[config.mk]
export PLATFORM = sky130hd
export DESIGN_NAME = sorted_timer_queue_top
export DESIGN_NICKNAME = d
export VERILOG_FILES = /design/src/sv/stq_pkg.sv /design/src/sv/sorted_timer_queue_top.sv /design/src/sv/stq_ram.sv
export SDC_FILE = /design/constraint.sdc
export NUM_CORES = 1
export LEC_CHECK = 0
export BUFFER_PORTS_ARGS = -buffer_cell sky130_fd_sc_hd__buf_2
export CORE_ASPECT_RATIO = 1.75
export CORE_MARGIN = 2
export CORE_UTILIZATION = 29
export CTS_BUF_LIST = sky130_fd_sc_hd__clkbuf_4 sky130_fd_sc_hd__clkbuf_8
export CTS_CLUSTER_DIAMETER = 200
export DETAILED_ROUTE_END_ITERATION = 10
export GPL_TIMING_DRIVEN = 0
export PLACE_DENSITY = 0.43
export SYNTH_ARGS = -nofsm -noshare
export SYNTH_HDL_FRONTEND = slang
export SYNTH_SLANG_ARGS = --single-unit
[constraint.sdc]
create_clock -name clk -period 5.38 [get_ports clk]
set_input_delay 0.269 -clock clk [delete_from_list [all_inputs] [get_ports clk]]
set_output_delay 0.269 -clock clk [all_outputs]
set_load 0.03 [all_outputs]
[src/sv/stq_pkg.sv]
// Shared codes, widths and types of the sorted timer queue.
`default_nettype none

package stq_pkg;

  // Sizing defaults
  localparam int DEPTH_DEF   = 16;
  localparam int ID_BITS_DEF = 8;

  // Field widths of the stream payloads
  localparam int ID_W     = 8;
  localparam int TIME_W   = 32;
  localparam int REQ_W    = 2;
  localparam int KIND_W   = 2;
  localparam int STATUS_W = 2;
  localparam int OCC_W    = 5;

  // Input tdata layout: timer_id, new_expire, now_time
  localparam int IN_ID_LSB  = 0;
  localparam int IN_EXP_LSB = IN_ID_LSB + ID_W;
  localparam int IN_NOW_LSB = IN_EXP_LSB + TIME_W;
  localparam int IN_TDATA_W = ((IN_NOW_LSB + TIME_W + 7) / 8) * 8;

  // Output tdata layout: result_id, status, occupancy
  localparam int OUT_ID_LSB  = 0;
  localparam int OUT_ST_LSB  = OUT_ID_LSB + ID_W;
  localparam int OUT_OCC_LSB = OUT_ST_LSB + STATUS_W;
  localparam int OUT_TDATA_W = ((OUT_OCC_LSB + OCC_W + 7) / 8) * 8;

  typedef logic [REQ_W-1:0]    req_t;
  typedef logic [KIND_W-1:0]   kind_t;
  typedef logic [STATUS_W-1:0] status_t;

  // Request codes
  localparam req_t REQ_ADD    = 2'd0;
  localparam req_t REQ_DELETE = 2'd1;
  localparam req_t REQ_ADJUST = 2'd2;
  localparam req_t REQ_TICK   = 2'd3;

  // Result kinds
  localparam kind_t KIND_ACK     = 2'd0;
  localparam kind_t KIND_EXPIRED = 2'd1;
  localparam kind_t KIND_NONE    = 2'd2;

  // Status codes
  localparam status_t ST_OK        = 2'd0;
  localparam status_t ST_FULL      = 2'd1;
  localparam status_t ST_NOT_FOUND = 2'd2;
  localparam status_t ST_DUP       = 2'd3;

endpackage

`default_nettype wire

[src/sv/sorted_timer_queue_top.sv]
// Sorted timer queue: sequencer over one entry RAM kept in ascending expiry order.
//
//  channel | dir | handshake          | payload
//  --------+-----+--------------------+-----------------------------------------------
//  s_*     | in  | s_tvalid/s_tready  | tuser req_type; tdata timer_id, new_expire,
//          |     |                    | now_time
//  m_*     | out | m_tvalid/m_tready  | tuser result_kind; tdata result_id, status,
//          |     |                    | occupancy; tlast last_of_run
//
// One request at a time; s_tready is high only while the sequencer is idle.
// Each entry scanned or moved takes a read, then a compare or write back, on the single
// RAM read port, so a request holds s_tready low while the sequencer walks the table.
// A stalled m_tready holds the sequencer only where it has a beat to load.
// Synchronous active-high reset empties the table; no clearing pass is needed.
`default_nettype none

module sorted_timer_queue_top
  import stq_pkg::*;
#(
  parameter int DEPTH   = DEPTH_DEF,
  parameter int ID_BITS = ID_BITS_DEF
) (
  input  wire logic                   clk,
  input  wire logic                   rst,
  input  wire logic                   s_tvalid,
  output logic                        s_tready,
  // [7:0] timer_id, [39:8] new_expire, [71:40] now_time
  input  wire logic [IN_TDATA_W-1:0]  s_tdata,
  // [1:0] req_type
  input  wire logic [REQ_W-1:0]       s_tuser,
  output logic                        m_tvalid,
  input  wire logic                   m_tready,
  // [7:0] result_id, [9:8] status, [14:10] occupancy, [15] zero
  output logic [OUT_TDATA_W-1:0]      m_tdata,
  // [1:0] result_kind
  output logic [KIND_W-1:0]           m_tuser,
  output logic                        m_tlast
);

  localparam int AW = $clog2(DEPTH);
  localparam int CW = $clog2(DEPTH + 1);
  localparam int SW = CW + 1;
  localparam int EW = TIME_W + ID_BITS;

  // Sequencer states
  localparam logic [4:0] S_IDLE    = 5'd0;
  localparam logic [4:0] S_FIND_RD = 5'd1;
  localparam logic [4:0] S_FIND_CK = 5'd2;
  localparam logic [4:0] S_DECIDE  = 5'd3;
  localparam logic [4:0] S_RM_RD   = 5'd4;
  localparam logic [4:0] S_RM_WR   = 5'd5;
  localparam logic [4:0] S_INS_RD  = 5'd6;
  localparam logic [4:0] S_INS_CK  = 5'd7;
  localparam logic [4:0] S_SH_RD   = 5'd8;
  localparam logic [4:0] S_SH_WR   = 5'd9;
  localparam logic [4:0] S_ACK     = 5'd10;
  localparam logic [4:0] S_TK_RD   = 5'd11;
  localparam logic [4:0] S_TK_CK   = 5'd12;
  localparam logic [4:0] S_TK_END  = 5'd13;
  localparam logic [4:0] S_POP_RD  = 5'd14;
  localparam logic [4:0] S_POP_OUT = 5'd15;
  localparam logic [4:0] S_CP_RD   = 5'd16;
  localparam logic [4:0] S_CP_WR   = 5'd17;

  logic [4:0]         state;
  logic [CW-1:0]      idx;
  logic [CW-1:0]      cnt;
  logic [CW-1:0]      pos;
  logic [CW-1:0]      k_cnt;
  logic               found;
  req_t               req_r;
  logic [ID_BITS-1:0] id_r;
  logic [TIME_W-1:0]  exp_r;
  logic [TIME_W-1:0]  now_r;
  kind_t              kind_r;
  status_t            st_r;

  logic               wr_en;
  logic [AW-1:0]      wr_addr;
  logic [EW-1:0]      wr_data;
  logic [AW-1:0]      rd_addr;
  logic [EW-1:0]      rd_data;
  logic [ID_BITS-1:0] rd_id;
  logic [TIME_W-1:0]  rd_exp;

  logic [SW-1:0]      idx_p1;
  logic [SW-1:0]      idx_m1;
  logic [SW-1:0]      idx_pk;
  logic [SW-1:0]      cnt_x;
  logic [CW-1:0]      cnt_left;
  logic               out_free;
  logic               out_load;
  logic               in_fire;
  logic [OUT_TDATA_W-1:0] ack_word;
  logic [OUT_TDATA_W-1:0] pop_word;

  assign rd_id    = rd_data[ID_BITS-1:0];
  assign rd_exp   = rd_data[ID_BITS +: TIME_W];
  assign idx_p1   = {1'b0, idx} + SW'(1);
  assign idx_m1   = {1'b0, idx} - SW'(1);
  assign idx_pk   = {1'b0, idx} + {1'b0, k_cnt};
  assign cnt_x    = {1'b0, cnt};
  assign cnt_left = cnt - k_cnt;
  assign out_free = !m_tvalid || m_tready;
  assign out_load = out_free && ((state == S_ACK) || (state == S_POP_OUT));
  assign s_tready = (state == S_IDLE);
  assign in_fire  = s_tvalid && s_tready;

  // Result words for an acknowledge and for an expired entry
  always_comb begin
    ack_word = '0;
    ack_word[OUT_ID_LSB +: ID_W]     = ID_W'(id_r);
    ack_word[OUT_ST_LSB +: STATUS_W] = st_r;
    ack_word[OUT_OCC_LSB +: OCC_W]   = OCC_W'(cnt);
    pop_word = '0;
    pop_word[OUT_ID_LSB +: ID_W]     = ID_W'(rd_id);
    pop_word[OUT_ST_LSB +: STATUS_W] = ST_OK;
    pop_word[OUT_OCC_LSB +: OCC_W]   = OCC_W'(cnt_left);
  end

  // Read address follows the state: neighbor of idx for shifts, idx+k for compaction
  always_comb begin
    unique case (state)
      S_RM_RD, S_RM_WR: rd_addr = idx_p1[AW-1:0];
      S_SH_RD, S_SH_WR: rd_addr = idx_m1[AW-1:0];
      S_CP_RD, S_CP_WR: rd_addr = idx_pk[AW-1:0];
      default:          rd_addr = idx[AW-1:0];
    endcase
  end

  // Write port: copy the entry just read, or drop the new entry into its slot
  always_comb begin
    wr_en   = 1'b0;
    wr_addr = idx[AW-1:0];
    wr_data = rd_data;
    unique case (state)
      S_RM_WR, S_SH_WR, S_CP_WR: wr_en = 1'b1;
      S_SH_RD: begin
        if (idx == pos) begin
          wr_en   = 1'b1;
          wr_data = {exp_r, id_r};
        end
      end
      default: wr_en = 1'b0;
    endcase
  end

  stq_ram #(
    .WIDTH (EW),
    .DEPTH (DEPTH)
  ) u_entries (
    .clk     (clk),
    .wr_en   (wr_en),
    .wr_addr (wr_addr),
    .wr_data (wr_data),
    .rd_addr (rd_addr),
    .rd_data (rd_data)
  );

  // Sequencer and output register
  always_ff @(posedge clk) begin
    if (rst) begin
      state    <= S_IDLE;
      idx      <= '0;
      cnt      <= '0;
      k_cnt    <= '0;
      m_tvalid <= 1'b0;
    end else begin
      // Output valid: set on a load, cleared once the beat is taken
      if (out_load) begin
        m_tvalid <= 1'b1;
      end else if (m_tready) begin
        m_tvalid <= 1'b0;
      end

      unique case (state)
        S_IDLE: begin
          if (in_fire) begin
            req_r  <= s_tuser;
            id_r   <= ID_BITS'(s_tdata[IN_ID_LSB +: ID_W]);
            exp_r  <= s_tdata[IN_EXP_LSB +: TIME_W];
            now_r  <= s_tdata[IN_NOW_LSB +: TIME_W];
            kind_r <= KIND_ACK;
            st_r   <= ST_OK;
            found  <= 1'b0;
            idx    <= '0;
            state  <= (s_tuser == REQ_TICK) ? S_TK_RD : S_FIND_RD;
          end
        end

        // Search by id
        S_FIND_RD: state <= (idx == cnt) ? S_DECIDE : S_FIND_CK;
        S_FIND_CK: begin
          if (rd_id == id_r) begin
            found <= 1'b1;
            pos   <= idx;
            state <= S_DECIDE;
          end else begin
            idx   <= idx + CW'(1);
            state <= S_FIND_RD;
          end
        end

        S_DECIDE: begin
          priority if (req_r == REQ_ADD) begin
            priority if (found) begin
              st_r  <= ST_DUP;
              state <= S_ACK;
            end else if (cnt == CW'(DEPTH)) begin
              st_r  <= ST_FULL;
              state <= S_ACK;
            end else begin
              idx   <= '0;
              state <= S_INS_RD;
            end
          end else if (!found) begin
            st_r  <= ST_NOT_FOUND;
            state <= S_ACK;
          end else begin
            idx   <= pos;
            state <= S_RM_RD;
          end
        end

        // Close the gap at pos by moving later entries up
        S_RM_RD: begin
          if (idx_p1 >= cnt_x) begin
            cnt <= cnt - CW'(1);
            if (req_r == REQ_ADJUST) begin
              idx   <= '0;
              state <= S_INS_RD;
            end else begin
              state <= S_ACK;
            end
          end else begin
            state <= S_RM_WR;
          end
        end
        S_RM_WR: begin
          idx   <= idx + CW'(1);
          state <= S_RM_RD;
        end

        // Find the first entry that expires strictly later
        S_INS_RD: begin
          if (idx == cnt) begin
            pos   <= idx;
            state <= S_SH_RD;
          end else begin
            state <= S_INS_CK;
          end
        end
        S_INS_CK: begin
          if (rd_exp > exp_r) begin
            pos   <= idx;
            idx   <= cnt;
            state <= S_SH_RD;
          end else begin
            idx   <= idx + CW'(1);
            state <= S_INS_RD;
          end
        end

        // Open a slot at pos from the tail down, then write the new entry
        S_SH_RD: begin
          if (idx == pos) begin
            cnt   <= cnt + CW'(1);
            state <= S_ACK;
          end else begin
            state <= S_SH_WR;
          end
        end
        S_SH_WR: begin
          idx   <= idx - CW'(1);
          state <= S_SH_RD;
        end

        S_ACK: begin
          if (out_free) begin
            m_tdata  <= ack_word;
            m_tuser  <= kind_r;
            m_tlast  <= 1'b1;
            state    <= S_IDLE;
          end
        end

        // Count the expired prefix
        S_TK_RD: state <= (idx == cnt) ? S_TK_END : S_TK_CK;
        S_TK_CK: begin
          if (rd_exp <= now_r) begin
            idx   <= idx + CW'(1);
            state <= S_TK_RD;
          end else begin
            state <= S_TK_END;
          end
        end
        S_TK_END: begin
          k_cnt <= idx;
          if (idx == '0) begin
            kind_r <= KIND_NONE;
            state  <= S_ACK;
          end else begin
            idx   <= '0;
            state <= S_POP_RD;
          end
        end

        // One beat per expired entry, head first
        S_POP_RD: state <= S_POP_OUT;
        S_POP_OUT: begin
          if (out_free) begin
            m_tdata  <= pop_word;
            m_tuser  <= KIND_EXPIRED;
            m_tlast  <= (idx == k_cnt - CW'(1));
            if (idx == k_cnt - CW'(1)) begin
              idx   <= '0;
              state <= S_CP_RD;
            end else begin
              idx   <= idx + CW'(1);
              state <= S_POP_RD;
            end
          end
        end

        // Move the survivors down by k
        S_CP_RD: begin
          if (idx_pk >= cnt_x) begin
            cnt   <= cnt_left;
            state <= S_IDLE;
          end else begin
            state <= S_CP_WR;
          end
        end
        S_CP_WR: begin
          idx   <= idx + CW'(1);
          state <= S_CP_RD;
        end

        default: state <= S_IDLE;
      endcase
    end
  end

  // Checks
  a_cnt_bound: assert property (@(posedge clk) disable iff (rst)
    cnt <= CW'(DEPTH))
    else $error("entry count above table depth");

  a_idx_bound: assert property (@(posedge clk) disable iff (rst)
    idx <= cnt)
    else $error("walk index past the last entry");

  a_busy_after_accept: assert property (@(posedge clk) disable iff (rst)
    in_fire |=> state != S_IDLE)
    else $error("sequencer idle right after taking a request");

  a_out_hold: assert property (@(posedge clk) disable iff (rst)
    (m_tvalid && !m_tready) |=> (m_tvalid && $stable(m_tdata) && $stable(m_tuser)
                                 && $stable(m_tlast)))
    else $error("result beat changed while stalled");

endmodule

`default_nettype wire

[src/sv/stq_ram.sv]
// Generic simple dual-port RAM: one write port, one registered read port.
`default_nettype none

module stq_ram #(
  parameter int WIDTH = 40,
  parameter int DEPTH = 16
) (
  input  wire logic                     clk,
  input  wire logic                     wr_en,
  input  wire logic [$clog2(DEPTH)-1:0] wr_addr,
  input  wire logic [WIDTH-1:0]         wr_data,
  input  wire logic [$clog2(DEPTH)-1:0] rd_addr,
  output logic      [WIDTH-1:0]         rd_data
);

  logic [WIDTH-1:0] mem [DEPTH];

  // Write port
  always_ff @(posedge clk) begin
    if (wr_en) begin
      mem[wr_addr] <= wr_data;
    end
  end

  // Registered read, old data on a same-address write
  always_ff @(posedge clk) begin
    rd_data <= mem[rd_addr];
  end

endmodule

`default_nettype wire

Yosys cells after proc, flatten, opt, wreduce, memory -nomap -nowiden
Memories as Yosys holds them, arrays and structs flattened. A register that Yosys moved wholly into a read port is not among the register bits. Cells that the tools add are included. W data, S select, Z words.

Register bits after elaboration: 124. Bits in latches: 0. Memory bits (writable): 640. Bits in read-only memories: 0. Output and inout bits: 21. Logic and storage cells: 176. Memories kept: 1.

Memory list: u_entries.mem (words 16, width 40, read ports 1, clocked after Yosys merged registers in 1, write ports 1, line stq_ram.sv:16) `logic [WIDTH-1:0] mem [DEPTH];`.

Add/sub/neg operators: 9. Multiply operators: 0. Div/mod/pow operators: 0. Magnitude comparators: 4. Eq/ne operators: 43. Shifts and indexed selects: 0. Muxes and demuxes: 72. Bitwise logic cells: 1. Reduce and logical (&&, ||, !) cells: 30.

Operators with widths (count): $mux W5 (26); $pmux W5 S18 (1); $mux W40 (2); $pmux W5 S10 (1); $eq A5 B4 Y1 const B (8); $gt A32 B32 Y1 (1); $le A32 B32 Y1 (1); $mux W16 (2); $pmux W16 S2 (1); $pmux W5 S3 (2); $mux W4 (7); $ne A2 B2 Y1 const B (13); $eq A5 B3 Y1 const B (4); $mux W2 (10); $reduce_and A4 Y1 (4); $eq A5 B5 Y1 (3); $eq A5 B5 Y1 const B (3); $sub A5 B1 Y5 const B (3); $ge A6 B5 Y1 (2); $ne A3 B3 Y1 const B (4); $pmux W2 S2 (3); $pmux W4 S3 (1); $mux W1 (11); $reduce_and A11 Y1 (1); other kinds (26) (45).

Longest topological paths before layout
Gate-level depths: netlist (run 1).

Depth in word-level cells: 5. Gate-level depth with buffers: 13. Gate-level depth less buffers: 11.

Modules after synthesis
From an unflattened synthesis (run 1), not the netlist that was laid out.

Cell total of the unflattened synthesis: 1852. Area total of the unflattened synthesis: 33442.1 sq um.

By module, submodules not included: stq_ram (times used 1, cells each 1040, area each 25131.6 sq um); sorted_timer_queue_top (times used 1, cells each 812, area each 8310.5 sq um).

Worst setup path before layout (run 1)
No wires, ideal clock.

Kind: register -> register. From: reg state[1]. To: reg exp_r[0] (enable). Library setup time: 0.507 ns. Arrival: 4.368 ns. Setup slack: 0.505 ns. Stages on the path, launching flop included: 7. Buffers on the path: 1. Clock period less this slack: 4.875 ns. Cell sequence: dfxtp_1 buf_2 nor2_1 nand2_1 inv_1 nand2_1 nor2_1.

Longest elaborated chain between the ends: 3.

RTL lines: start, declared (line sorted_timer_queue_top.sv:65) `logic [4:0] state;`; start signal, assigned (line sorted_timer_queue_top.sv:187) `state <= (s_tuser == REQ_TICK) ? S_TK_RD : S_FIND_RD;`; start signal, assigned (line sorted_timer_queue_top.sv:192) `S_FIND_RD: state <= (idx == cnt) ? S_DECIDE : S_FIND_CK;`; start signal, assigned (line sorted_timer_queue_top.sv:288) `S_TK_RD: state <= (idx == cnt) ? S_TK_END : S_TK_CK;`; $logic_not A5 Y1 (*) (line sorted_timer_queue_top.sv:106) `assign s_tready = (state == S_IDLE);`; named net s_tready (line sorted_timer_queue_top.sv:26) `output logic s_tready,`; $logic_and A1 B1 Y1 (line sorted_timer_queue_top.sv:107) `assign in_fire = s_tvalid && s_tready;`; $reduce_and A3 Y1 (no line) (*); end signal, assigned (line sorted_timer_queue_top.sv:181) `exp_r <= s_tdata[IN_EXP_LSB +: TIME_W];`; end, declared (line sorted_timer_queue_top.sv:73) `logic [TIME_W-1:0] exp_r;`.

Mark *: on every way through the listed nets, which the timed path passes. The rest lies on a longest branch. A chain may end at the register's enable or synchronous reset.

Final worst setup path (run 1)
From: reg idx[3]. To: mem u_entries.mem[0][3] (data pin).

Longest elaborated chain between the ends: 3.

RTL lines: start, declared (line sorted_timer_queue_top.sv:66) `logic [CW-1:0] idx;`; start signal, assigned (line sorted_timer_queue_top.sv:199) `idx <= idx + CW'(1);`; start signal, assigned (line sorted_timer_queue_top.sv:220) `idx <= pos;`; start signal, assigned (line sorted_timer_queue_top.sv:240) `idx <= idx + CW'(1);`; $eq A5 B5 Y1 (line sorted_timer_queue_top.sv:139) `if (idx == pos) begin`; $mux W40 (line sorted_timer_queue_top.sv:139); $mux W40 (line sorted_timer_queue_top.sv:136) `unique case (state)`; named net u_entries.wr_data[3] (line stq_ram.sv:11) `input wire logic [WIDTH-1:0] wr_data,`; end, declared (line stq_ram.sv:16).

The timed path passes the listed nets, and every way through them passes these cells.

==> impl_results.md, run 1 <==
* Worst-margin pin slew at 1.36 ns
* Startpoint types: flop
* First-pass GRT wire length at around 150000 um
* Synth Instances at 2045
* Total grt overflow at 0
* Post-Route WL at 103000 um
* CTS root buffer: clkbuf_8
* GRT Total Usage at 17.5%
* Initial core utilization at 29.2%
* Crit path time final at 4.58 ns
* CTS tree: built
* Crit path launch: idx[3]
* Multiplexer share of the synthesized area at a little under an eighth
* Cell area after layout at 0.0404 mm2
* Final setup margin at about 0.80 ns
* Pin count of the biggest net entering global routing at 33
* DP Area at 0.0370 mm2
* LEAKAGE at 13.6 nW
* Port Buffer Count at between 90 and 100
* WP data required at 5.87 ns
* Final RePlAce weighted congestion at 0.853
* Setup-failing EPs final at 0
* CORE AREA at ~0.12 mm2
* Clk slew on worst S/H paths at 0.07 ns
* Initial DRC Count at 1308
* ANT nets after route at 0
* Share of layout cells above drive strength 1 at 26.2%
* Final Max Tran Viols at 0
* Sink Count at 802
* WL/cell at 25.9 um
* Reg-to-Reg Start: idx[3]
* Asr flop ratio synth at 0%
* Ports at 99
* Final core utilization at 35.0%
* Post_cts resized at 0
* Post-synth EDFFs at 741
* Post-Syn Area at 0.0337 mm2
* Crit Path Category: flop to flop
* Critical Path Sink: u_entries.mem[0][3]
* Count of different cell masters after synthesis at 77
* DP Wirelength at 71200 um
* Period utilization at 85.2%
* Critical path arrival at 5.08 ns
* Register area share after synthesis at 69.6%
* RSZ-0062 raised after global routing: false
* DR vias at around 20000
* XOR/XNOR share of the synthesized area at less than 1%
* Clk buf depth at 3
* Vias in the first global route at 20900
* Max-Cap Viols at 0
* DR DRC count at 0
* Adder-cell share of the synthesized area at under 10%
* Hold_sp: s_tdata[37]
* Synth top area cells: edfxtp_1 (66%), mux4_2 (5.5%), dfxtp_1 (3.6%)
* Via/cell ratio at 4.88
* Commonest non-fill, non-tap cell in the layout: edfxtp_1
* FMAX at 0.218 GHz
* Post-synth top area cell: edfxtp_1
* Most frequent cells in the layout: edfxtp_1 (741), nand2_1 (158), clkbuf_8 (138), buf_2 (137), mux2i_1 (119)
* Area of the die at about 0.12 mm2
* Dpl ws at 0.399 ns
* Yosys reg bits at 802
* Status: finished, final reports clean
* Worst R2R Setup Slack at 0.80 ns
* R2R Path End: u_entries.mem[0][3]
* YS warnings at 0
* Main synth FF type: edfxtp_1
* Die Height at 455 um
* Placed cell count at roughly 3700
* Die Wd at around 260 um
* Worst slew margin at between 9 and 10%
* Non-filler cells, final at around 4000
* Simple-gate share of the synthesized area at 4.83%
* Main combinational cell family by area after synthesis: multiplexers
* Layout Skew at roughly 0.038 ns
* PwrDens at ~450 mW/mm2
* Post-CTS Hold Fix Bufs at 77
* Post-synthesis compound-gate area fraction at 6.70%
* Post-synth top area share at 66.0%
* Final #Nets at 2558
* Cell Rows at 165
* Detailed Routing Iterations Pass 1 at 5
* P&R area growth vs syn at 19.7%
* Worst skew pair latency at 0.82 ns
* CTS Buf Count at 130
* Worst VDD drop at about 0.23 mV
* Crit path max fanout at 16
* Reg2reg path depth at 8
* Post-CTS Setup Bufs at 0
* Syn Area/Cell at 16.5 um2
* Max H-tree Level at 4
* Hold Fails Final Rpt at 0
* Net Count, Synth at 2218
* Critical Path End Type: flop
* Worst min path class: primary input to flop
* Initial antenna violation count at 2
## per-layer routing
layer / wire length [um] / track usage, % / vias to the layer above / share of wire, %
met3: 3820 / 3.27 / 197 / 3.7
met1: 38600 / 18.7 / 10000 / 37
met5: 0 / 0 / - / 0
li1: - / - / 8723 / -
met2: 57100 / 33.3 / 511 / 55
met4: 3980 / 7.25 / 0 / 3.9
## power breakdown
group	switching [W]	internal (W)	total [W]
sequential	0.000253	0.00787	0.00812
combinational	0.00285	0.00157	0.00442
clock	0.00249	0.00294	0.00543
## registers in the layout (all words and copies together), names as in the netlist, 8 cells and up
| name | flops |
|---|---|
| now_r | 32 |
| id_r | 8 |
| m_tdata | 15 |
| exp_r | 32 |
| u_entries.mem | 640 |
| u_entries.rd_data | 40 |
## worst max-delay path, stage by stage, from the launching register on
cell	delay [ns]
dfxtp_1	0.51
clkbuf_1	0.61
xnor2_1	0.19
nand3_1	0.14
nor3_1	0.45
nor2b_1	0.19
clkbuf_1	0.63
clkbuf_1	0.97
mux2_2	0.56
## area by class of cell
class / count / area, um2
flip-flops and latches: 802 / 23500
multi-input cells: 1058 / 9500
clock inverters: 37 / 274
repair buffers: 208 / 1990
plain buffers: 98 / 568
well taps: 1503 / 1880
inverters: 87 / 327
clock buffers: 198 / 2350
diodes: 2 / 5.00
fillers: 10900 / 75000
## cells by family after synthesis
group / Yosys count
and+or+nand+nor: 352
buffers and inverters: 185
xor gates and xnor gates: 37
muxes: 281
AOI/OAI and AO/OA: 292
DFF: 802
adders and majority gates: 95
other: 1
## synthesized netlist by cell type (5+ instances only)
library cell	number
xor2_1	22
o22ai_1	40
a211oi_2	34
a21o_1	15
mux4_2	82
nand2_1	158
o21ai_0	30
a32o_1	42
inv_1	87
nor4_1	9
nand4_1	17
a21oi_1	60
a22oi_1	7
clkbuf_1	22
nand3_1	19
a211oi_1	11
nor2_1	61
nor2b_1	19
mux2i_1	119
dfxtp_1	61
buf_6	8
nand2b_1	15
o211ai_1	5
buf_2	40
xnor2_1	15
edfxtp_1	741
ha_1	92
nor3_1	24
buf_4	24
mux2_2	80
## metrics by stage
stage	power [W]	hold WS (ns)	TNS, ns
2_1_floorplan	0.0110	0.368	0
3_3_place_gp	0.0126	0.445	-1540.11
3_5_place_dp	0.0127	0.447	0
4_1_cts	0.0183	0.0570	0
5_1_grt	0.0188	0.0937	0
6_report	0.0180	0.166	0
## worst min path at each step
stage / cells after the start / to / slack (ns)
3_5_place_dp: 1 / now_r[5] / 0.45
2_1_floorplan: 0 / exp_r[0] / 0.37
3_3_place_gp: 1 / now_r[10] / 0.45
5_1_grt: 2 / now_r[22] / 0.09
4_1_cts: 2 / now_r[15] / 0.06
6_report: 2 / exp_r[29] / 0.17
(Power assumes the default switching activity.)
==> run 2: changes to the inputs <==
--- a/config.mk
+++ b/config.mk
@@ -7,12 +7,13 @@
 export LEC_CHECK = 0
 export BUFFER_PORTS_ARGS = -buffer_cell sky130_fd_sc_hd__buf_2
 export CORE_ASPECT_RATIO = 1.75
-export CORE_MARGIN = 2
+export CORE_MARGIN = 3
 export CORE_UTILIZATION = 29
 export CTS_BUF_LIST = sky130_fd_sc_hd__clkbuf_4 sky130_fd_sc_hd__clkbuf_8
 export CTS_CLUSTER_DIAMETER = 200
 export DETAILED_ROUTE_END_ITERATION = 10
 export GPL_TIMING_DRIVEN = 0
+export HOLD_SLACK_MARGIN = 0.05
 export PLACE_DENSITY = 0.43
 export SYNTH_ARGS = -nofsm -noshare
 export SYNTH_HDL_FRONTEND = slang
==> run 2 against run 1 <==
  * Sequential power hardly changed
  * Via count shrank 0.35%
  * Wire length decreased by 2.1%
  * First-iteration DRC count decreased by 8.2%
  * Global-route usage is 0.79 points lower
  * Final cell count decreased by 0.20%
  * Sequential share of layout area fell by 0.097 points
  * Register-to-register slack better by 0.07 ns
  * Cell area rose by 0.17%
  * Maximum frequency grew 1.6%
  * Hold slack worse by 0.011 ns
==> impl_results.md, run 2 (synthesis gave the netlist of run 1 again) <==
* Final Hold Slack at 0.155 ns
* Worst hold stages at 2
* Share of layout cells above drive strength 1 at 26.1%
* Non-filler cells, final at 3985
* Max-Cap Viols at 0
* Crit Path Category: flop to flop
* Clk slew on worst S/H paths at 0.07 ns
* ANT nets after route at 0
* Final #Nets at roughly 2600
* Max H-tree Level at 4
* DR vias at 19400
* Cell Rows at 164
* Initial DRC Count at approximately 1200
* Worst VDD drop at about 0.24 mV
* Largest registers: u_entries.mem x640, u_entries.rd_data x40
* Die Wd at 264 um
* Net load switching power at 0.00556 W
* Initial antenna violation count at 2
* Worst min path class: primary input to flop
* Internal power at around 0.012 W
* Worst-margin pin slew at 1.16 ns
* Post-Route WL at 101000 um
* Final RePlAce weighted congestion at 0.885
* Final core utilization at 35.2%
* PwrDens at ~440 mW/mm2
* WL/cell at 25.4 um
* Fillcell total at around 11000
* LEAKAGE at approximately 14 nW
* Setup_tns at 0 ns
* Most frequent cells in the layout: edfxtp_1 (741), nand2_1 (158), clkbuf_8 (142), buf_2 (138), mux2i_1 (119)
* CTS root buffer: clkbuf_8
* First-pass GRT wire length at 146000 um
* Switching part of the total at 31.0%
* Wl on met1 at around 38000 um
* Top reg by flops: u_entries.mem
* DR top layer: met4
* Hold Fails Final Rpt at 0
* Commonest non-fill, non-tap cell in the layout: edfxtp_1
* GRT Total Usage at 16.7%
* Sink Count at 802
* Routed length on met2 at 55100 um
* Setup-failing EPs final at 0
* DP Area at between 0.03 and 0.04 mm2
* DP Wirelength at 71300 um
* Period utilization at 83.9%
* Clk buf depth at 3
* Via/cell ratio at 4.87
* Placed cell count at 3671
* CORE AREA at between 0.1 and 0.15 mm2
* Crit path time final at 4.51 ns
* Initial core utilization at 29.4%
* Total grt overflow at 0
* Final Max Tran Viols at 0
* Status: finished, final reports clean
* Crit path max fanout at 10
* Reg2reg path depth at 11
* Pin count of the biggest net entering global routing at 35
* Detailed Routing Iterations Pass 1 at 6
* Port Buffer Count at 97
* Layout Skew at 0.0497 ns
* Clock power frac at 30.2%
* Area of the die at 0.121 mm2
* CTS Buf Count at 132
* Vias in the first global route at between 20000 and 25000
* Worst skew pair latency at 0.82 ns
* WP data required at around 6.1 ns
* Critical path arrival at around 5.2 ns
* Cell area after layout at 0.0404 mm2
* CTS tree: built
* Ports at a little under 100
* DR DRC count at 0
* Worst slew margin at 22.6%
* FMAX at 0.222 GHz
* P&R area growth vs syn at 19.9%
* RSZ-0062 raised after global routing: false
* Startpoint types: flop
* Met3 Wirelength at 3950 um
* Power share of the sequential group at 45.2%
* Max reg flops at 640
* Die Height at 457 um
* Comb pwr share at 24.6%
* Critical Path End Type: flop
run 2: layer usage:
metal  up-vias  GRT usage (%)
li1       8712              -
met2       516           31.6
met5         -              0
met4         0           7.55
met1      9967           18.0
met3       211           3.03
run 2: area by class of cell:
cell class	instances	area, um2	share of cell area (%)
sequential	802	23500	58.0
inverter	87	327	0.808
clock buffer	195	2350	5.82
timing repair buffer	210	2050	5.06
tap	1494	1870	4.62
multi-input combinational	1058	9500	23.5
antenna	1	2.50	0.00619
clock inverter	40	293	0.724
buffer	98	568	1.40
run 2: power by group through the flow:
stage	logic, W	registers (W)	clock network [W]
after global routing	0.00482	0.00814	0.00589
after CTS	0.00452	0.00811	0.00562
after detailed placement	0.00446	0.00824	0
after floorplan	0.00283	0.00814	0
final	0.00442	0.00811	0.00542
after global placement	0.00435	0.00826	0
run 2: final timing paths:
path               start   endpoint  slack, ns
max               idx[3]     idx[4]       0.87
min          s_tdata[19]  exp_r[11]       0.15
max reg2reg       idx[3]     idx[4]       0.87
min reg2reg       idx[4]     pos[4]       0.49
run 2: critical path, cell delays in order, from the launching register on:
cell	delay, ns
dfxtp_1	0.52
clkbuf_1	0.65
nand3_1	0.18
xor2_1	0.22
inv_1	0.07
ha_1	0.27
o21ai_0	0.07
o21ai_0	0.80
or4_1	0.35
nand4_1	0.48
nor3_2	0.58
a32o_1	0.22
run 2: what timing repair did:
action | 4_1_cts | 5_1_grt
gates resized for setup | 0 | 0
hold buffers | 77 | 0
buffers inserted | 0 | 0
endpoints found under the hold margin | 106 | 0
run 2: through the flow:
stage	setup WS (ns)	total power [W]
4_1_cts	0.638	0.0183
6_report	0.869	0.0179
3_5_place_dp	0.673	0.0127
3_3_place_gp	-2.44	0.0126
2_1_floorplan	0.505	0.0110
5_1_grt	0.648	0.0189
==> run 3: changes to the inputs <==
--- a/config.mk
+++ b/config.mk
@@ -5,6 +5,7 @@
 export SDC_FILE = /design/constraint.sdc
 export NUM_CORES = 1
 export LEC_CHECK = 0
+export ABC_AREA = 1
 export BUFFER_PORTS_ARGS = -buffer_cell sky130_fd_sc_hd__buf_2
 export CORE_ASPECT_RATIO = 1.75
 export CORE_MARGIN = 3
@@ -14,7 +15,7 @@
 export DETAILED_ROUTE_END_ITERATION = 10
 export GPL_TIMING_DRIVEN = 0
 export HOLD_SLACK_MARGIN = 0.05
-export PLACE_DENSITY = 0.43
+export PLACE_DENSITY = 0.45
 export SYNTH_ARGS = -nofsm -noshare
 export SYNTH_HDL_FRONTEND = slang
 export SYNTH_SLANG_ARGS = --single-unit
==> constraint.sdc (replaced) <==
create_clock -name clk -period 3.7 [get_ports clk]
set_input_delay 0.185 -clock clk [delete_from_list [all_inputs] [get_ports clk]]
set_output_delay 0.185 -clock clk [all_outputs]
set_load 0.03 [all_outputs]
==> run 3 against run 2 <==
  * Die area is 2.7% higher
  * Sequential power up 47%
  * Combinational power increased to 2.5 times the previous value
  * Sequential share of layout area down 3.1 points
  * Wire length increased by 14%
  * Non-clock buffer count grew 166
==> impl_results.md, run 3 <==
* Layout Skew at 0.0352 ns
* Asr flop ratio synth at 0%
* Largest registers: u_entries.mem x640, u_entries.rd_data x40
* Register area at 0.0235 mm2
* Area of the die at 0.124 mm2
* Initial DRC Count at 1913
* YS warnings at 0
* Critical Path End Type: flop
* CTS root buffer: clkbuf_8
* Post-synth top area share at 64.2%
* Share of layout cells above drive strength 1 at between 10% and 20%
* Post-Syn Area at 0.0347 mm2
* Port Buffer Count at 96
* Net Count, Synth at around 3200
* Hold Fails Final Rpt at 0
* Worst slew margin at 20.9%
* DP Wirelength at 76600 um
* RSZ-0062 raised after global routing: false
* XOR/XNOR share of the synthesized area at 0.783%
* Final #Nets at between 3000 and 4000
* Detailed Routing Iterations Pass 1 at 7
* Final Hold Slack at 0.171 ns
* Main synth FF type: edfxtp_1
* Initial core utilization at 29.3%
* PwrDens at 730 mW/mm2
* Period utilization at 92.6%
* CTS Buf Count at between 100 and 150
* CTS tree: built
* Setup_tns at 0 ns
* Wl on met1 at 44700 um
* Startpoint types: flop
* Crit path time final at 3.43 ns
* Count of different cell masters after synthesis at 49
* CORE AREA at 0.118 mm2
* Worst-margin pin slew at around 1.2 ns
* Status: finished, final reports clean
* WL/cell at around 22 um
* Met3 Wirelength at approximately 5100 um
* DP Area at 0.0379 mm2
* GRT Total Usage at a little under a fifth
* Multiplexer share of the synthesized area at 0%
* Clk buf depth at 3
* Ports at 99
* Initial antenna violation count at 1
* Cell area after layout at 0.0427 mm2
* Max reg flops at between 600 and 700
* Final Max Tran Viols at 0
* Synth top cells by count: edfxtp_1 (741), nand2_1 (432), nor2_1 (411), inv_1 (315), nand3_1 (266)
* WP data required at 4.39 ns
* Die Wd at roughly 270 um
* DR top layer: met4
* Sink Count at 802
* Main combinational cell family by area after synthesis: simple AND/OR/NAND/NOR gates
* Post-synth EDFFs at 741
* Most frequent cells in the layout: edfxtp_1 (741), nand2_1 (427), nor2_1 (394), inv_1 (314), nand3_1 (266)
* Worst min path class: primary input to flop
* ANT nets after route at 0
* Register area share after synthesis at 67.7%
* Adder-cell share of the synthesized area at about 3.5%
* Commonest non-fill, non-tap cell in the layout: edfxtp_1
* Critical path arrival at 4.12 ns
* DR vias at 24400
* Pin count of the biggest net entering global routing at 23
* Dpl ws at -0.534 ns
* Total grt overflow at 0
* Fillcell total at 11600
* Top reg by flops: u_entries.mem
* Simple-gate share of the synthesized area at 14.0%
* Worst skew pair latency at a little over 0.8 ns
* Max-Cap Viols at 0
* DR DRC count at 0
* FMAX at 0.292 GHz
* Synth Instances at 3056
* Setup-failing EPs final at 0
* Final RePlAce weighted congestion at about 0.9
* Clk slew on worst S/H paths at 0.07 ns
* Synth top area cells: edfxtp_1 (64%), nand2_1 (4.7%), nor2_1 (4.4%)
* Crit Path Category: flop to flop
* Post-synth top area cell: edfxtp_1
* Max H-tree Level at 4
* Vias in the first global route at 24600
* Crit path max fanout at 10
* Routed length on met2 at 59400 um
* P&R area growth vs syn at 23.2%
* Final setup margin at roughly 0.27 ns
* Die Height at 463 um
* Multi-input logic area at 0.00965 mm2
* Yosys reg bits at 802
* Most common cell in the netlist: edfxtp_1
* First-pass GRT wire length at 165000 um
* Syn Area/Cell at 11.3 um2
* LEAKAGE at approximately 16 nW
* Cell Rows at 167
* Worst VDD drop at 0.422 mV
* Via/cell ratio at 4.73
* Post-Route WL at about 120000 um
* Post-synthesis compound-gate area fraction at 8.48%
* Final Total Pwr at 0.0312 W
[run 3: cell types whose count changed in the layout (fill, tap and decap cells not counted), sizes merged, moves of 43 or more]
cell / before / now
nor2: 62 / 433
nand2: 159 / 437
nand3: 20 / 269
inv: 90 / 325
o21ai: 32 / 252
o211ai: 5 / 161
mux2i: 119 / 0
mux4: 82 / 0
mux2: 80 / 0
dlygate4sd3: 77 / 147
buf: 209 / 266
a211oi: 45 / 2
[run 3: worst paths after layout]
kind / startpoint / to / slack (ns) / cells after the start
hold / removal: s_tdata[56] / now_r[16] / 0.17 / 2
setup reg to reg: idx[0] / u_entries.rd_data[22] / 0.27 / 10
setup / recovery: idx[0] / u_entries.rd_data[22] / 0.27 / 10
hold reg to reg: st_r[1] / m_tdata[9] / 0.56 / 2
[run 3: where the power goes]
group,switching [W],internal [W]
clock,0.00371,0.00448
sequential,0.000399,0.0115
combinational,0.00797,0.00311
[run 3: critical path, cell delays in order, from the launching register on]
cell and delay [ns]:
dfxtp_1 0.52, clkbuf_4 0.30, inv_1 0.13, ha_1 0.26, xor2_1 0.28, nand2_1 0.16, a31oi_4 0.39, clkbuf_1 0.70
nand3_1 0.24, nand3_1 0.23, nand2_1 0.09
[run 3: cell type report]
class / instances / share of cell area [%]
Sequential cell: 802 / 55.0
Multi-Input combinational cell: 1795 / 22.6
Timing Repair Buffer: 325 / 7.01
Clock buffer: 189 / 5.53
Tap cell: 1521 / 4.46
Inverter: 322 / 2.84
Buffer: 149 / 1.71
Clock inverter: 51 / 0.914
Antenna cell: 1 / 0.00586
[run 3: logic make-up after synthesis]
group           count (synthesis)
compound gates                493
xor+xnor                       31
fa+ha+maj                      95
buf+inv                       471
flops                         802
other cells                     1
simple gates                 1163
[run 3: what timing repair did]
action	CTS	global route
setup endpoints to repair	886	568
gates resized for setup	28	19
hold endpoints to repair	106	0
pin swaps	21	0
hold buffers	147	0
gates cloned	12	0
buffers inserted	33	1
[run 3: metal layers]
layer / track usage [%] / vias up
met5: 0 / -
met4: 9.24 / 0
met3: 2.85 / 268
met2: 33.2 / 718
met1: 21.3 / 11700
li1: - / 11600
[run 3: per-stage QoR]
| step | util, % | std cells |
|---|---|---|
| finish | 36.1 | 5155 |
| detailed placement | 32.0 | 4721 |
| floorplan | - | 3056 |
| global placement | 31.3 | 4673 |
| global route | 36.1 | 5155 |
| CTS | 36.0 | 5153 |
